File: src/hdl/itrd_pkg.sv
// Shared constants, types and character-alphabet functions for the radix digit converter.
package itrd_pkg;

  localparam int unsigned VALUE_WIDTH = 32;
  localparam int unsigned RADIX_W     = 9;
  localparam int unsigned CHAR_W      = 8;
  localparam int unsigned CNT_W       = $clog2(VALUE_WIDTH + 1);
  localparam int unsigned ADDR_W      = $clog2(VALUE_WIDTH);

  localparam logic [RADIX_W-1:0] RADIX_MIN = 9'd2;
  localparam logic [RADIX_W-1:0] RADIX_B32 = 9'd32;
  localparam logic [RADIX_W-1:0] RADIX_B64 = 9'd64;
  localparam logic [RADIX_W-1:0] RADIX_RAW = 9'd256;

  localparam logic [CHAR_W-1:0] CHAR_ZERO    = 8'h30;
  localparam logic [CHAR_W-1:0] CHAR_MINUS   = 8'h2D;
  localparam logic [CHAR_W-1:0] CHAR_UPPER_A = 8'h41;
  localparam logic [CHAR_W-1:0] CHAR_LOWER_A = 8'h61;
  localparam logic [CHAR_W-1:0] CHAR_TWO     = 8'h32;
  localparam logic [CHAR_W-1:0] CHAR_PLUS    = 8'h2B;
  localparam logic [CHAR_W-1:0] CHAR_SLASH   = 8'h2F;

  typedef struct packed {
    logic                   done;
    logic [VALUE_WIDTH-1:0] quotient;
    logic [RADIX_W-1:0]     remainder;
  } div_res_t;

  function automatic logic [CHAR_W-1:0] alpha32(input logic [4:0] idx);
    logic [CHAR_W-1:0] code;
    if (idx < 5'd26) begin
      code = CHAR_UPPER_A + {3'b000, idx};
    end else begin
      code = CHAR_TWO + {3'b000, idx} - 8'd26;
    end
    return code;
  endfunction

  function automatic logic [CHAR_W-1:0] alpha64(input logic [5:0] idx);
    logic [CHAR_W-1:0] code;
    if (idx < 6'd26) begin
      code = CHAR_UPPER_A + {2'b00, idx};
    end else if (idx < 6'd52) begin
      code = CHAR_LOWER_A + {2'b00, idx} - 8'd26;
    end else if (idx < 6'd62) begin
      code = CHAR_ZERO + {2'b00, idx} - 8'd52;
    end else if (idx == 6'd62) begin
      code = CHAR_PLUS;
    end else begin
      code = CHAR_SLASH;
    end
    return code;
  endfunction

  function automatic logic [CHAR_W-1:0] digit_code(input logic [RADIX_W-1:0] rem,
                                                   input logic [RADIX_W-1:0] base);
    logic [CHAR_W-1:0] code;
    case (base)
      RADIX_B32: code = alpha32(rem[4:0]);
      RADIX_B64: code = alpha64(rem[5:0]);
      RADIX_RAW: code = rem[CHAR_W-1:0];
      default: begin
        if (rem > 9'd9) begin
          code = rem[CHAR_W-1:0] + CHAR_LOWER_A - 8'd10;
        end else begin
          code = rem[CHAR_W-1:0] + CHAR_ZERO;
        end
      end
    endcase
    return code;
  endfunction

endpackage

File: src/hdl/itrd_ram.sv
// Generic single-write, single-read RAM with registered read data.
module itrd_ram #(
  parameter int unsigned WIDTH = 8,
  parameter int unsigned DEPTH = 32
) (
  input  logic                     clk_i,
  input  logic                     we_i,
  input  logic [$clog2(DEPTH)-1:0] waddr_i,
  input  logic [WIDTH-1:0]         wdata_i,
  input  logic [$clog2(DEPTH)-1:0] raddr_i,
  output logic [WIDTH-1:0]         rdata_o
);

  logic [WIDTH-1:0] mem_q [DEPTH];
  logic [WIDTH-1:0] rdata_q;

  always_ff @(posedge clk_i) begin
    if (we_i) begin
      mem_q[waddr_i] <= wdata_i;
    end
    rdata_q <= mem_q[raddr_i];
  end

  assign rdata_o = rdata_q;

endmodule

File: src/hdl/itrd_div.sv
// Bit-serial restoring divider: one quotient bit per cycle.
module itrd_div (
  input  logic                            clk_i,
  input  logic                            rst_ni,
  input  logic                            start_i,
  input  logic [itrd_pkg::VALUE_WIDTH-1:0] dividend_i,
  input  logic [itrd_pkg::RADIX_W-1:0]     divisor_i,
  output itrd_pkg::div_res_t               res_o
);
  import itrd_pkg::*;

  logic                   busy_q;
  logic                   done_q;
  logic [CNT_W-1:0]       cnt_q;
  logic [VALUE_WIDTH-1:0] quo_q;
  logic [RADIX_W-1:0]     rem_q;
  logic [RADIX_W:0]       trial;
  logic                   fits;

  assign trial = {rem_q, quo_q[VALUE_WIDTH-1]};
  assign fits  = trial >= {1'b0, divisor_i};

  always_ff @(posedge clk_i or negedge rst_ni) begin
    if (!rst_ni) begin
      busy_q <= 1'b0;
      done_q <= 1'b0;
      cnt_q  <= '0;
    end else if (start_i) begin
      busy_q <= 1'b1;
      done_q <= 1'b0;
      cnt_q  <= '0;
    end else if (busy_q) begin
      cnt_q <= cnt_q + CNT_W'(1);
      if (cnt_q == CNT_W'(VALUE_WIDTH - 1)) begin
        busy_q <= 1'b0;
        done_q <= 1'b1;
      end
    end else begin
      done_q <= 1'b0;
    end
  end

  always_ff @(posedge clk_i) begin
    if (start_i) begin
      quo_q <= dividend_i;
      rem_q <= '0;
    end else if (busy_q) begin
      quo_q <= {quo_q[VALUE_WIDTH-2:0], fits};
      rem_q <= fits ? RADIX_W'(trial - {1'b0, divisor_i}) : trial[RADIX_W-1:0];
    end
  end

  assign res_o.done      = done_q;
  assign res_o.quotient  = quo_q;
  assign res_o.remainder = rem_q;

endmodule

File: src/hdl/integer_to_radix_digits.sv
// Signed integer to radix numeral converter, one character per output word.
// A value is taken only while the block is idle. Its magnitude is divided by the base
// repeatedly in a bit-serial divider; each digit takes a start, 32 divide steps and a store,
// for up to 32 digits. A negative value then emits a leading minus. The digits are read back
// from a 32-entry digit RAM most significant first, each through the read, fetch and output
// states. A zero value gives a single '0'. Each output word waits in the output register
// until taken; last marks the final character of the numeral.
module integer_to_radix_digits (
  input  logic                                   clk_i,
  input  logic                                   rst_ni,
  input  logic                                   in_valid_i,
  output logic                                   in_ready_o,
  input  logic signed [itrd_pkg::VALUE_WIDTH-1:0] number_i,
  input  logic [itrd_pkg::RADIX_W-1:0]            radix_i,
  output logic                                   out_valid_o,
  input  logic                                   out_ready_i,
  output logic [itrd_pkg::CHAR_W-1:0]             digit_char_o,
  output logic                                   last_o
);
  import itrd_pkg::*;

  typedef enum logic [2:0] {
    ST_IDLE,
    ST_START,
    ST_DIV,
    ST_READ,
    ST_FETCH,
    ST_OUT
  } state_e;

  state_e                 state_q;
  logic                   neg_q;
  logic [VALUE_WIDTH-1:0] mag_q;
  logic [RADIX_W-1:0]     radix_q;
  logic [CNT_W-1:0]       cnt_q;
  logic [CHAR_W-1:0]      char_q;
  logic                   last_q;

  logic [VALUE_WIDTH-1:0] mag_in;
  logic [CNT_W-1:0]       cnt_dec;
  logic                   div_start;
  logic                   wr_en;
  logic [CHAR_W-1:0]      wr_char;
  logic [CHAR_W-1:0]      rd_char;
  div_res_t               div_res;

  assign mag_in    = number_i[VALUE_WIDTH-1] ? (VALUE_WIDTH'(0) - VALUE_WIDTH'(number_i))
                                             : VALUE_WIDTH'(number_i);
  assign cnt_dec   = cnt_q - CNT_W'(1);
  assign div_start = (state_q == ST_START);
  assign wr_en     = (state_q == ST_DIV) && div_res.done;
  assign wr_char   = digit_code(div_res.remainder, radix_q);

  itrd_div u_div (
    .clk_i      (clk_i),
    .rst_ni     (rst_ni),
    .start_i    (div_start),
    .dividend_i (mag_q),
    .divisor_i  (radix_q),
    .res_o      (div_res)
  );

  itrd_ram #(
    .WIDTH (CHAR_W),
    .DEPTH (VALUE_WIDTH)
  ) u_digit_ram (
    .clk_i   (clk_i),
    .we_i    (wr_en),
    .waddr_i (cnt_q[ADDR_W-1:0]),
    .wdata_i (wr_char),
    .raddr_i (cnt_dec[ADDR_W-1:0]),
    .rdata_o (rd_char)
  );

  always_ff @(posedge clk_i or negedge rst_ni) begin
    if (!rst_ni) begin
      state_q <= ST_IDLE;
      neg_q   <= 1'b0;
      mag_q   <= '0;
      radix_q <= RADIX_MIN;
      cnt_q   <= '0;
      char_q  <= '0;
      last_q  <= 1'b0;
    end else begin
      case (state_q)
        ST_IDLE: begin
          if (in_valid_i) begin
            neg_q   <= number_i[VALUE_WIDTH-1];
            mag_q   <= mag_in;
            radix_q <= (radix_i < RADIX_MIN) ? RADIX_MIN : radix_i;
            cnt_q   <= '0;
            if (mag_in == '0) begin
              char_q  <= CHAR_ZERO;
              last_q  <= 1'b1;
              state_q <= ST_OUT;
            end else begin
              state_q <= ST_START;
            end
          end
        end
        ST_START: begin
          state_q <= ST_DIV;
        end
        ST_DIV: begin
          if (div_res.done) begin
            cnt_q <= cnt_q + CNT_W'(1);
            mag_q <= div_res.quotient;
            if ((div_res.quotient == '0) || (cnt_q == CNT_W'(VALUE_WIDTH - 1))) begin
              if (neg_q) begin
                char_q  <= CHAR_MINUS;
                last_q  <= 1'b0;
                state_q <= ST_OUT;
              end else begin
                state_q <= ST_READ;
              end
            end else begin
              state_q <= ST_START;
            end
          end
        end
        ST_READ: begin
          state_q <= ST_FETCH;
        end
        ST_FETCH: begin
          char_q  <= rd_char;
          last_q  <= (cnt_q == CNT_W'(1));
          cnt_q   <= cnt_dec;
          state_q <= ST_OUT;
        end
        ST_OUT: begin
          if (out_ready_i) begin
            state_q <= last_q ? ST_IDLE : ST_READ;
          end
        end
        default: begin
          state_q <= ST_IDLE;
        end
      endcase
    end
  end

  assign in_ready_o   = (state_q == ST_IDLE);
  assign out_valid_o  = (state_q == ST_OUT);
  assign digit_char_o = char_q;
  assign last_o       = last_q;

`ifndef SYNTHESIS
  a_wr_in_range: assert property (@(posedge clk_i) disable iff (!rst_ni)
    wr_en |-> (cnt_q < CNT_W'(VALUE_WIDTH)))
    else $error("digit write beyond store depth");

  a_busy_after_accept: assert property (@(posedge clk_i) disable iff (!rst_ni)
    (in_valid_i && in_ready_o) |=> !in_ready_o)
    else $error("new word taken while a numeral is in progress");

  a_more_after_not_last: assert property (@(posedge clk_i) disable iff (!rst_ni)
    (out_valid_o && out_ready_i && !last_o) |=> !in_ready_o)
    else $error("input reopened before final character");

  a_done_in_div: assert property (@(posedge clk_i) disable iff (!rst_ni)
    div_res.done |-> (state_q == ST_DIV))
    else $error("divider finished outside divide phase");
`endif

endmodule

File: config.mk
export PLATFORM = sky130hd
export DESIGN_NAME = integer_to_radix_digits
export DESIGN_NICKNAME = d
export VERILOG_FILES = /design/src/hdl/itrd_pkg.sv /design/src/hdl/itrd_ram.sv /design/src/hdl/itrd_div.sv /design/src/hdl/integer_to_radix_digits.sv
export SDC_FILE = /design/constraint.sdc
export NUM_CORES = 1
export LEC_CHECK = 0
export BUFFER_PORTS_ARGS = -buffer_cell sky130_fd_sc_hd__buf_2
export CORE_UTILIZATION = 55
export CTS_BUF_LIST = sky130_fd_sc_hd__clkbuf_4
export DETAILED_ROUTE_END_ITERATION = 16
export HOLD_SLACK_MARGIN = 0.12
export PLACE_DENSITY = 0.77
export SLEW_MARGIN = 10
export SYNTH_ARGS = -nofsm -noshare
export SYNTH_HDL_FRONTEND = slang
export SYNTH_SLANG_ARGS = --single-unit
File: constraint.sdc
create_clock -name clk_i -period 4.6 [get_ports clk_i]
set_input_delay 0 -clock clk_i [delete_from_list [all_inputs] [get_ports clk_i]]
set_output_delay 0 -clock clk_i [all_outputs]
set_load 0.02 [all_outputs]
==> summary.md, run 1 <==
| Metric | Value |
|---|---|
| EDFF count, synth | 288 |
| RSZ-0062 raised after global routing | no |
| Die H | 180 microns |
| Leak | 7.46 nW |
| FMAX | 0.300 GHz |
| Num CTS Buffers | 89 |
| Layout cell share with drive strength beyond 1 | 22.2% |
| Hold_ws | 0.165 ns |
| Clock network power share | 19.3% |
| DP Wirelength | 25.7 mm |
| Setup TNS | 0 ns |
| Syn nets | 1400 |
| Nets | 1579 |
| Most frequent cells in the layout | edfxtp_1, nand2_1, clkbuf_4 |
| Initial drt markers | 1278 |
| Post-route cell area | 20200 sq um |
| Synth unique cells | 72 |
| Placer Congestion | 0.882 |
| Tot GR Track Use | 26.1% |
| Avg WL per Cell | 21.1 microns |
| Critical Path AT | 3.95 ns |
| CTS Sinks | 373 |
| Power Total | 0.0144 W |
| Post-route ant nets | 0 |
| Logic gate share of total power | 42.2% |
| Starting Density | 56.5% |
| PortBufs | 55 |
| Slew Viols, Final | 0 |
| Worst Setup End Kind | register |
| Initial antenna violation count | 2 |
| Worst rel slew slack | 27.3% |
| Core area | 30900 sq um |
| Synthesis-stage register bit count | 373 |
| P_sw | 0.00543 W |
| Io pins | 56 |
| Maximum VDD drop | 391 uV |
| Outcome | complete, no violations |
| Worst reg-to-reg setup slack | 1.27 ns |
| Clock slew at reported path FFs | 0.06 ns |
| Final core occ | 65.5% |
| Layout Skew | 0.0567 ns |
| Area Growth Syn to Fin | 15.9% |
| Largest net degree at the start of global routing | 68 |
| Post-Syn Instances | 1323 |
| Crit path kind | register to register |
| CTS tree | done |
| Hold Crit Class | input pin to register |
| Vias per cell | 6.11 |
| First-pass GRT wire length | 66.1 mm |
| Post-cts repair resize count | 0 |
| Total placed instance area | 18200 sq um |
| Mapped Area | 17500 sq um |
| Clock Latency Late Sink | 0.73 ns |
| Post-synth top flop | edfxtp_1 |
| Final wirelength | 41.6 mm |
| Crit start category | register |
| Max FO, Critical Path | 15 |
| Hold Vio Cnt, Final | 0 |
| Tmin final | 3.33 ns |
| Sequential fraction of design power | 38.5% |
| Row count | 64 |
| Initial DRT Pass Iterations | 7 |
| Critical path data required time | 5.22 ns |
| Syn avg cell area | 13.2 sq um |
| Register area share after synthesis | 61.2% |
| DRC errors left | 0 |
| Vias | 12100 |
| Warnings, synthesis | 0 |
| Synth async-reset ratio | 18.2% |
| Vias in the first global route | 12100 |
| Final period utilization | 72.4% |
| Int Power | 0.00900 W |
| Die Wd | 180 microns |
| Sw Ratio | 37.6% |
| Max clock buf depth | 3 |
| PwrDens | 712 nW/um^2 |
| Final setup fails | 0 |
| Slew @ Worst Pin | 1.09 ns |
| Max-cap violations | 0 |
| Most common cell after layout, fill and taps aside | edfxtp_1 |
| GR Overflow Total | 0 |
| Filler cells | 2195 |
| Clock Root Buffer | clkbuf_4 |
| Die ar. | 32500 sq um |
| H-tree Lvls | 3 |
==> synth_stat cells, types with 6 or more instances <==
library cell,instances,share of area [%]
a21o_1,8,0.34
a21oi_1,69,2.0
a31oi_1,9,0.32
and3_1,6,0.21
clkbuf_1,66,1.4
dfrtp_1,67,9.6
dfxtp_1,17,1.9
edfxtp_1,288,49
ha_1,31,2.2
inv_1,36,0.77
mux2_2,17,1.1
mux2i_1,13,0.74
mux4_2,80,10
nand2_1,174,3.7
nand2b_1,7,0.25
nand3_1,13,0.37
nand3b_1,6,0.26
nand4_1,13,0.47
nor2_1,106,2.3
nor2b_1,9,0.32
nor3_1,16,0.46
nor4_1,18,0.64
o211ai_1,9,0.39
o21ai_0,83,2.4
o31ai_1,9,0.39
or3_1,15,0.54
or4_1,6,0.26
xnor2_1,19,0.95
xor2_1,25,1.3
==> repair_timing <==
item	in CTS	in global routing
hold buffers	82	0
setup buffers	0	0
setup endpoints to repair	0	0
hold endpoints to repair	128	0
==> worst max-delay path, stage by stage, from the launching register on <==
cell and delay, ns:
dfxtp_1 0.57, ha_1 0.36, nor2b_1 0.16, o21ai_0 0.29, a21oi_1 0.16, o41ai_1 0.68
nand2_1 0.50, mux2_2 0.41, a21oi_1 0.13
==> area by class of cell <==
class / instances / area (sq um) / area share [%]
sequential: 373 / 10700 / 52.8
multi-input combinational: 839 / 6400 / 31.6
timing repair buffer: 160 / 1300 / 6.43
clock buffer: 130 / 976 / 4.82
tap: 396 / 495 / 2.45
clock inverter: 34 / 230 / 1.14
inverter: 39 / 146 / 0.723
antenna: 1 / 2.50 / 0.0124
==> path summary, 6_finish.rpt <==
kind                            cells after the start            from        endpoint
worst max-delay path                                8  u_div.rem_q[1]  u_div.rem_q[0]
worst max register to register                      8  u_div.rem_q[1]  u_div.rem_q[0]
max in group asynchronous                           4          rst_ni        cnt_q[0]
worst min register to register                      2        mag_q[2]        mag_q[2]
min in group asynchronous                           3          rst_ni      radix_q[1]
worst min-delay path                                5    number_i[31]        mag_q[1]
==> routing by layer <==
metal / share of wire, % / wire [microns] / track usage (%)
met2: 49 / 20300 / 42.1
met1: 42 / 17300 / 36.2
met4: 2.1 / 859 / 8.68
met3: 7.5 / 3120 / 4.83
met5: 0.031 / 13 / 0
==> sequential cells by signal, indices dropped and copies added, names as in the netlist, 8 cells and up <==
signal and cells:
digit_char_o 8, mag_q 32, radix_q 9, u_digit_ram.mem_q 256, u_digit_ram.rdata_o 8, u_div.quo_q 32
u_div.rem_q 9
==> cell families after synthesis <==
family / share of synthesized area (%)
adder cells (fa/ha/maj): 2.33
flip-flops: 61.2
AND/OR/NAND/NOR: 10.6
buffers and inverters: 2.53
XOR/XNOR: 2.20
multiplexers: 12.2
AO/OA/AOI/OAI: 8.92
==> metrics by stage <==
step	cells	setup WS [ns]
finish	1972	1.27
global route	1972	1.11
CTS	1971	1.33
detailed placement	1725	1.22
global placement	1725	1.28
floorplan	1323	0.441
==> power by group through the flow <==
stage / logic, W / registers (W) / clock network (W)
after floorplan: 0.00416 / 0.00539 / 0
after global placement: 0.00567 / 0.00556 / 0
after detailed placement: 0.00589 / 0.00558 / 0
after CTS: 0.00606 / 0.00552 / 0.00284
after global routing: 0.00662 / 0.00561 / 0.00301
final: 0.00609 / 0.00555 / 0.00279
(Power assumes the default switching activity.)
==> inputs of run 2 (changes only) <==
--- a/config.mk
+++ b/config.mk
@@ -5,12 +5,13 @@
 export SDC_FILE = /design/constraint.sdc
 export NUM_CORES = 1
 export LEC_CHECK = 0
+export ABC_AREA = 1
 export BUFFER_PORTS_ARGS = -buffer_cell sky130_fd_sc_hd__buf_2
 export CORE_UTILIZATION = 55
 export CTS_BUF_LIST = sky130_fd_sc_hd__clkbuf_4
 export DETAILED_ROUTE_END_ITERATION = 16
 export HOLD_SLACK_MARGIN = 0.12
-export PLACE_DENSITY = 0.77
+export PLACE_DENSITY = 0.8
 export SLEW_MARGIN = 10
 export SYNTH_ARGS = -nofsm -noshare
 export SYNTH_HDL_FRONTEND = slang
==> constraint.sdc (replaced) <==
create_clock -name clk_i -period 3 [get_ports clk_i]
set_input_delay 0 -clock clk_i [delete_from_list [all_inputs] [get_ports clk_i]]
set_output_delay 0 -clock clk_i [all_outputs]
set_load 0.02 [all_outputs]
==> run 2 against run 1 <==
Against the previous run:
- register-to-register slack worse by 0.84 ns
- combinational power is 63% higher
- synthesized cell count up 36%
- first-iteration DRC count grew 47%
==> summary.md, run 2 <==
| Metric | Value |
|---|---|
| CTS Sinks | 373 |
| Slowest library cell on the worst path | dlygate4sd3_1 |
| Synth unique cells | 54 |
| Worst Setup End Kind | register |
| Io pins | 56 |
| Syn avg cell area | 9.93 sq um |
| Clock slew at reported path FFs | 0.07 ns |
| Tot GR Track Use | 29.1% |
| Post-CTS Setup Inserts | 0 |
| H-tree Lvls | 3 |
| Critical path data required time | 3.66 ns |
| Synth top area share | 48.4% |
| Outcome | complete, no violations |
| P_sw | 0.00925 W |
| Pre-CTS setup slack | 0.457 ns |
| Worst r2r path cells | 12 |
| FMAX | 0.351 GHz |
| Maximum VDD drop | 701 uV |
| Avg WL per Cell | 18.6 microns |
| Most common cell in the netlist | nor2_1 |
| Max incr delay on CP | 0.56 ns |
| Int Power | 0.0132 W |
| Slew Viols, Final | 0 |
| Largest regs | u_digit_ram.mem_q: 256 flops, mag_q: 32 flops, u_div.quo_q: 32 flops |
| Tmin final | 2.85 ns |
| Vias per cell | 5.84 |
| Crit path cell chain | dlygate4sd3_1 > buf_2 > inv_2 > ha_2 > nand2_2 > nor2_8 > nand2_2 > nand2_2 > nand3_1 > nand2_1 > dlygate4sd3_1 > nand2_1 > nor2_1 > nand2_1 > nor2_4 > nand4_1 > nand2_1 > nand2_1 > nand2_1 > dlygate4sd3_1 |
| Leak | 8.44 nW |
| Max FO, Critical Path | 5 |
| Syn nets | 1874 |
| Mapped Area | 17900 sq um |
| Crit path kind | input pin to register |
| Initial antenna violation count | 1 |
| Crit-path most repeated cell | nand2_1 |
| CTS tree | done |
| Synth async-reset ratio | 18.2% |
| Num CTS Buffers | 96 |
| Critical Path AT | 3.51 ns |
| Max clock buf depth | 3 |
| Hold Crit Class | input pin to register |
| Clock Latency Late Sink | 0.78 ns |
| Sequential fraction of design power | 37.1% |
| Placer Congestion | 0.936 |
| Largest net degree at the start of global routing | 70 |
| Initial DRT Pass Iterations | 6 |
| Area Growth Syn to Fin | 20.2% |
| Filler cells | 2312 |
| Synthesis-stage register bit count | 373 |
| Die Wd | 182 microns |
| Post-synth top flop | edfxtp_1 |
| Row count | 65 |
| Most common cell after layout, fill and taps aside | nor2_1 |
| Vias in the first global route | 14700 |
| Crit start category | input pin |
| Clock network power share | 18.9% |
| Hold Vio Cnt, Final | 0 |
| Hold path depth | 6 |
| Final wirelength | 47.2 mm |
| Warnings, synthesis | 0 |
| Worst rel slew slack | 48.5% |
| Die ar. | 33200 sq um |
| Sw Ratio | 41.1% |
| Nets | 2144 |
| Die H | 182 microns |
| Most frequent cells in the layout | nor2_1, edfxtp_1, nand2_1 |
| Layout Skew | 0.0798 ns |
| EDFF count, synth | 288 |
| Final period utilization | 95.0% |
| Register area share after synthesis | 59.9% |
| Clock Root Buffer | clkbuf_4 |
| Slew @ Worst Pin | 0.773 ns |
| Initial drt markers | 1874 |
| RSZ-0062 raised after global routing | no |
| Setup TNS | 0 ns |
| Final worst slack | 0.151 ns |
| Max-cap violations | 0 |
| Core area | 31700 sq um |
| PwrDens | 1050 nW/um^2 |
| PortBufs | 55 |
| Max reg flops | 256 |
| DP Wirelength | 29.6 mm |
| Post-Syn Instances | 1797 |
| Biggest register | u_digit_ram.mem_q |
| Post-route ant nets | 0 |
| Yosys top cell by area | edfxtp_1 |
| Starting Density | 56.3% |
| DRC errors left | 0 |
| Vias | 14800 |
| Layout cell share with drive strength beyond 1 | 15.6% |
| GR Overflow Total | 0 |
| Area contributors post-synth | edfxtp_1, dfrtp_1, nor2_1 |
| Final setup fails | 0 |
| Commonest cells in the netlist | nor2_1, edfxtp_1, nand2_1 |
| Logic gate share of total power | 44.0% |
| First-pass GRT wire length | 75.6 mm |
[run 2: layer usage]
| layer | vias up | track usage (%) | wire length, microns |
|---|---|---|---|
| met4 | 0 | 13.0 | 1660 |
| met3 | 122 | 5.85 | 3850 |
| met2 | 686 | 47.0 | 22300 |
| li1 | 6950 | - | - |
| met1 | 7069 | 38.2 | 19400 |
| met5 | - | 0 | 0 |
[run 2: critical path, delay by kind of cell]
family	cells	cell delay [ns]
buffers and inverters	5	1.90
and+or+nand+nor	14	1.39
adders and majority gates	1	0.22
[run 2: through the flow]
stage	util [%]	cells	instance area [sq um]	total power, W	hold WS [ns]
6_report	67.7	2540	21500	0.0225	0.282
5_1_grt	67.7	2540	21500	0.0239	0.308
3_5_place_dp	60.0	2249	19000	0.0178	0.0815
4_1_cts	67.6	2539	21400	0.0224	0.241
3_3_place_gp	60.0	2249	19000	0.0176	0.0820
2_1_floorplan	-	1797	17900	0.0143	-0.296
[run 2: timing repair]
item                                   CTS  global route
endpoints found under the hold margin  128             0
hold buffers                           122             0
gates resized for setup                  0             3
setup endpoints to repair                0             1
[run 2: cell families after synthesis]
family | count (synthesis) | synth area share, %
adders and majority gates | 32 | 2.28
and+or+nand+nor | 725 | 17.0
AOI/OAI and AO/OA | 400 | 13.6
xor gates and xnor gates | 16 | 0.869
DFF | 373 | 59.9
buffers and inverters | 226 | 4.89
muxes | 25 | 1.40
[run 2: final timing paths]
check	startpoint	endpoint	slack, ns
worst max-delay path	number_i[0]	state_q[2]	0.15
worst min-delay path	number_i[0]	mag_q[0]	0.28
worst max register to register	u_div.quo_q[31]	u_div.rem_q[1]	0.43
worst min register to register	u_digit_ram.rdata_o[1]	digit_char_o[1]	0.46
max in group asynchronous	rst_ni	digit_char_o[7]	2.21
min in group asynchronous	rst_ni	mag_q[2]	0.35
[run 2: power groups by stage]
stage | Sequential (W) | Clock (W) | Combinational (W)
2_1_floorplan | 0.00834 | 0 | 0.00600
3_3_place_gp | 0.00840 | 0 | 0.00918
3_5_place_dp | 0.00842 | 0 | 0.00941
4_1_cts | 0.00832 | 0.00431 | 0.00974
5_1_grt | 0.00841 | 0.00461 | 0.0109
6_report | 0.00835 | 0.00425 | 0.00990
[run 2: final cells by class]
| cell class | instances | area, sq um | area share (%) |
|---|---|---|---|
| Antenna cell | 1 | 2.50 | 0.0117 |
| Sequential cell | 373 | 10700 | 49.8 |
| Inverter | 144 | 542 | 2.52 |
| Timing Repair Buffer | 254 | 2170 | 10.1 |
| Tap cell | 402 | 503 | 2.34 |
| Clock inverter | 29 | 155 | 0.723 |
| Clock buffer | 139 | 1040 | 4.86 |
| Multi-Input combinational cell | 1198 | 6340 | 29.6 |
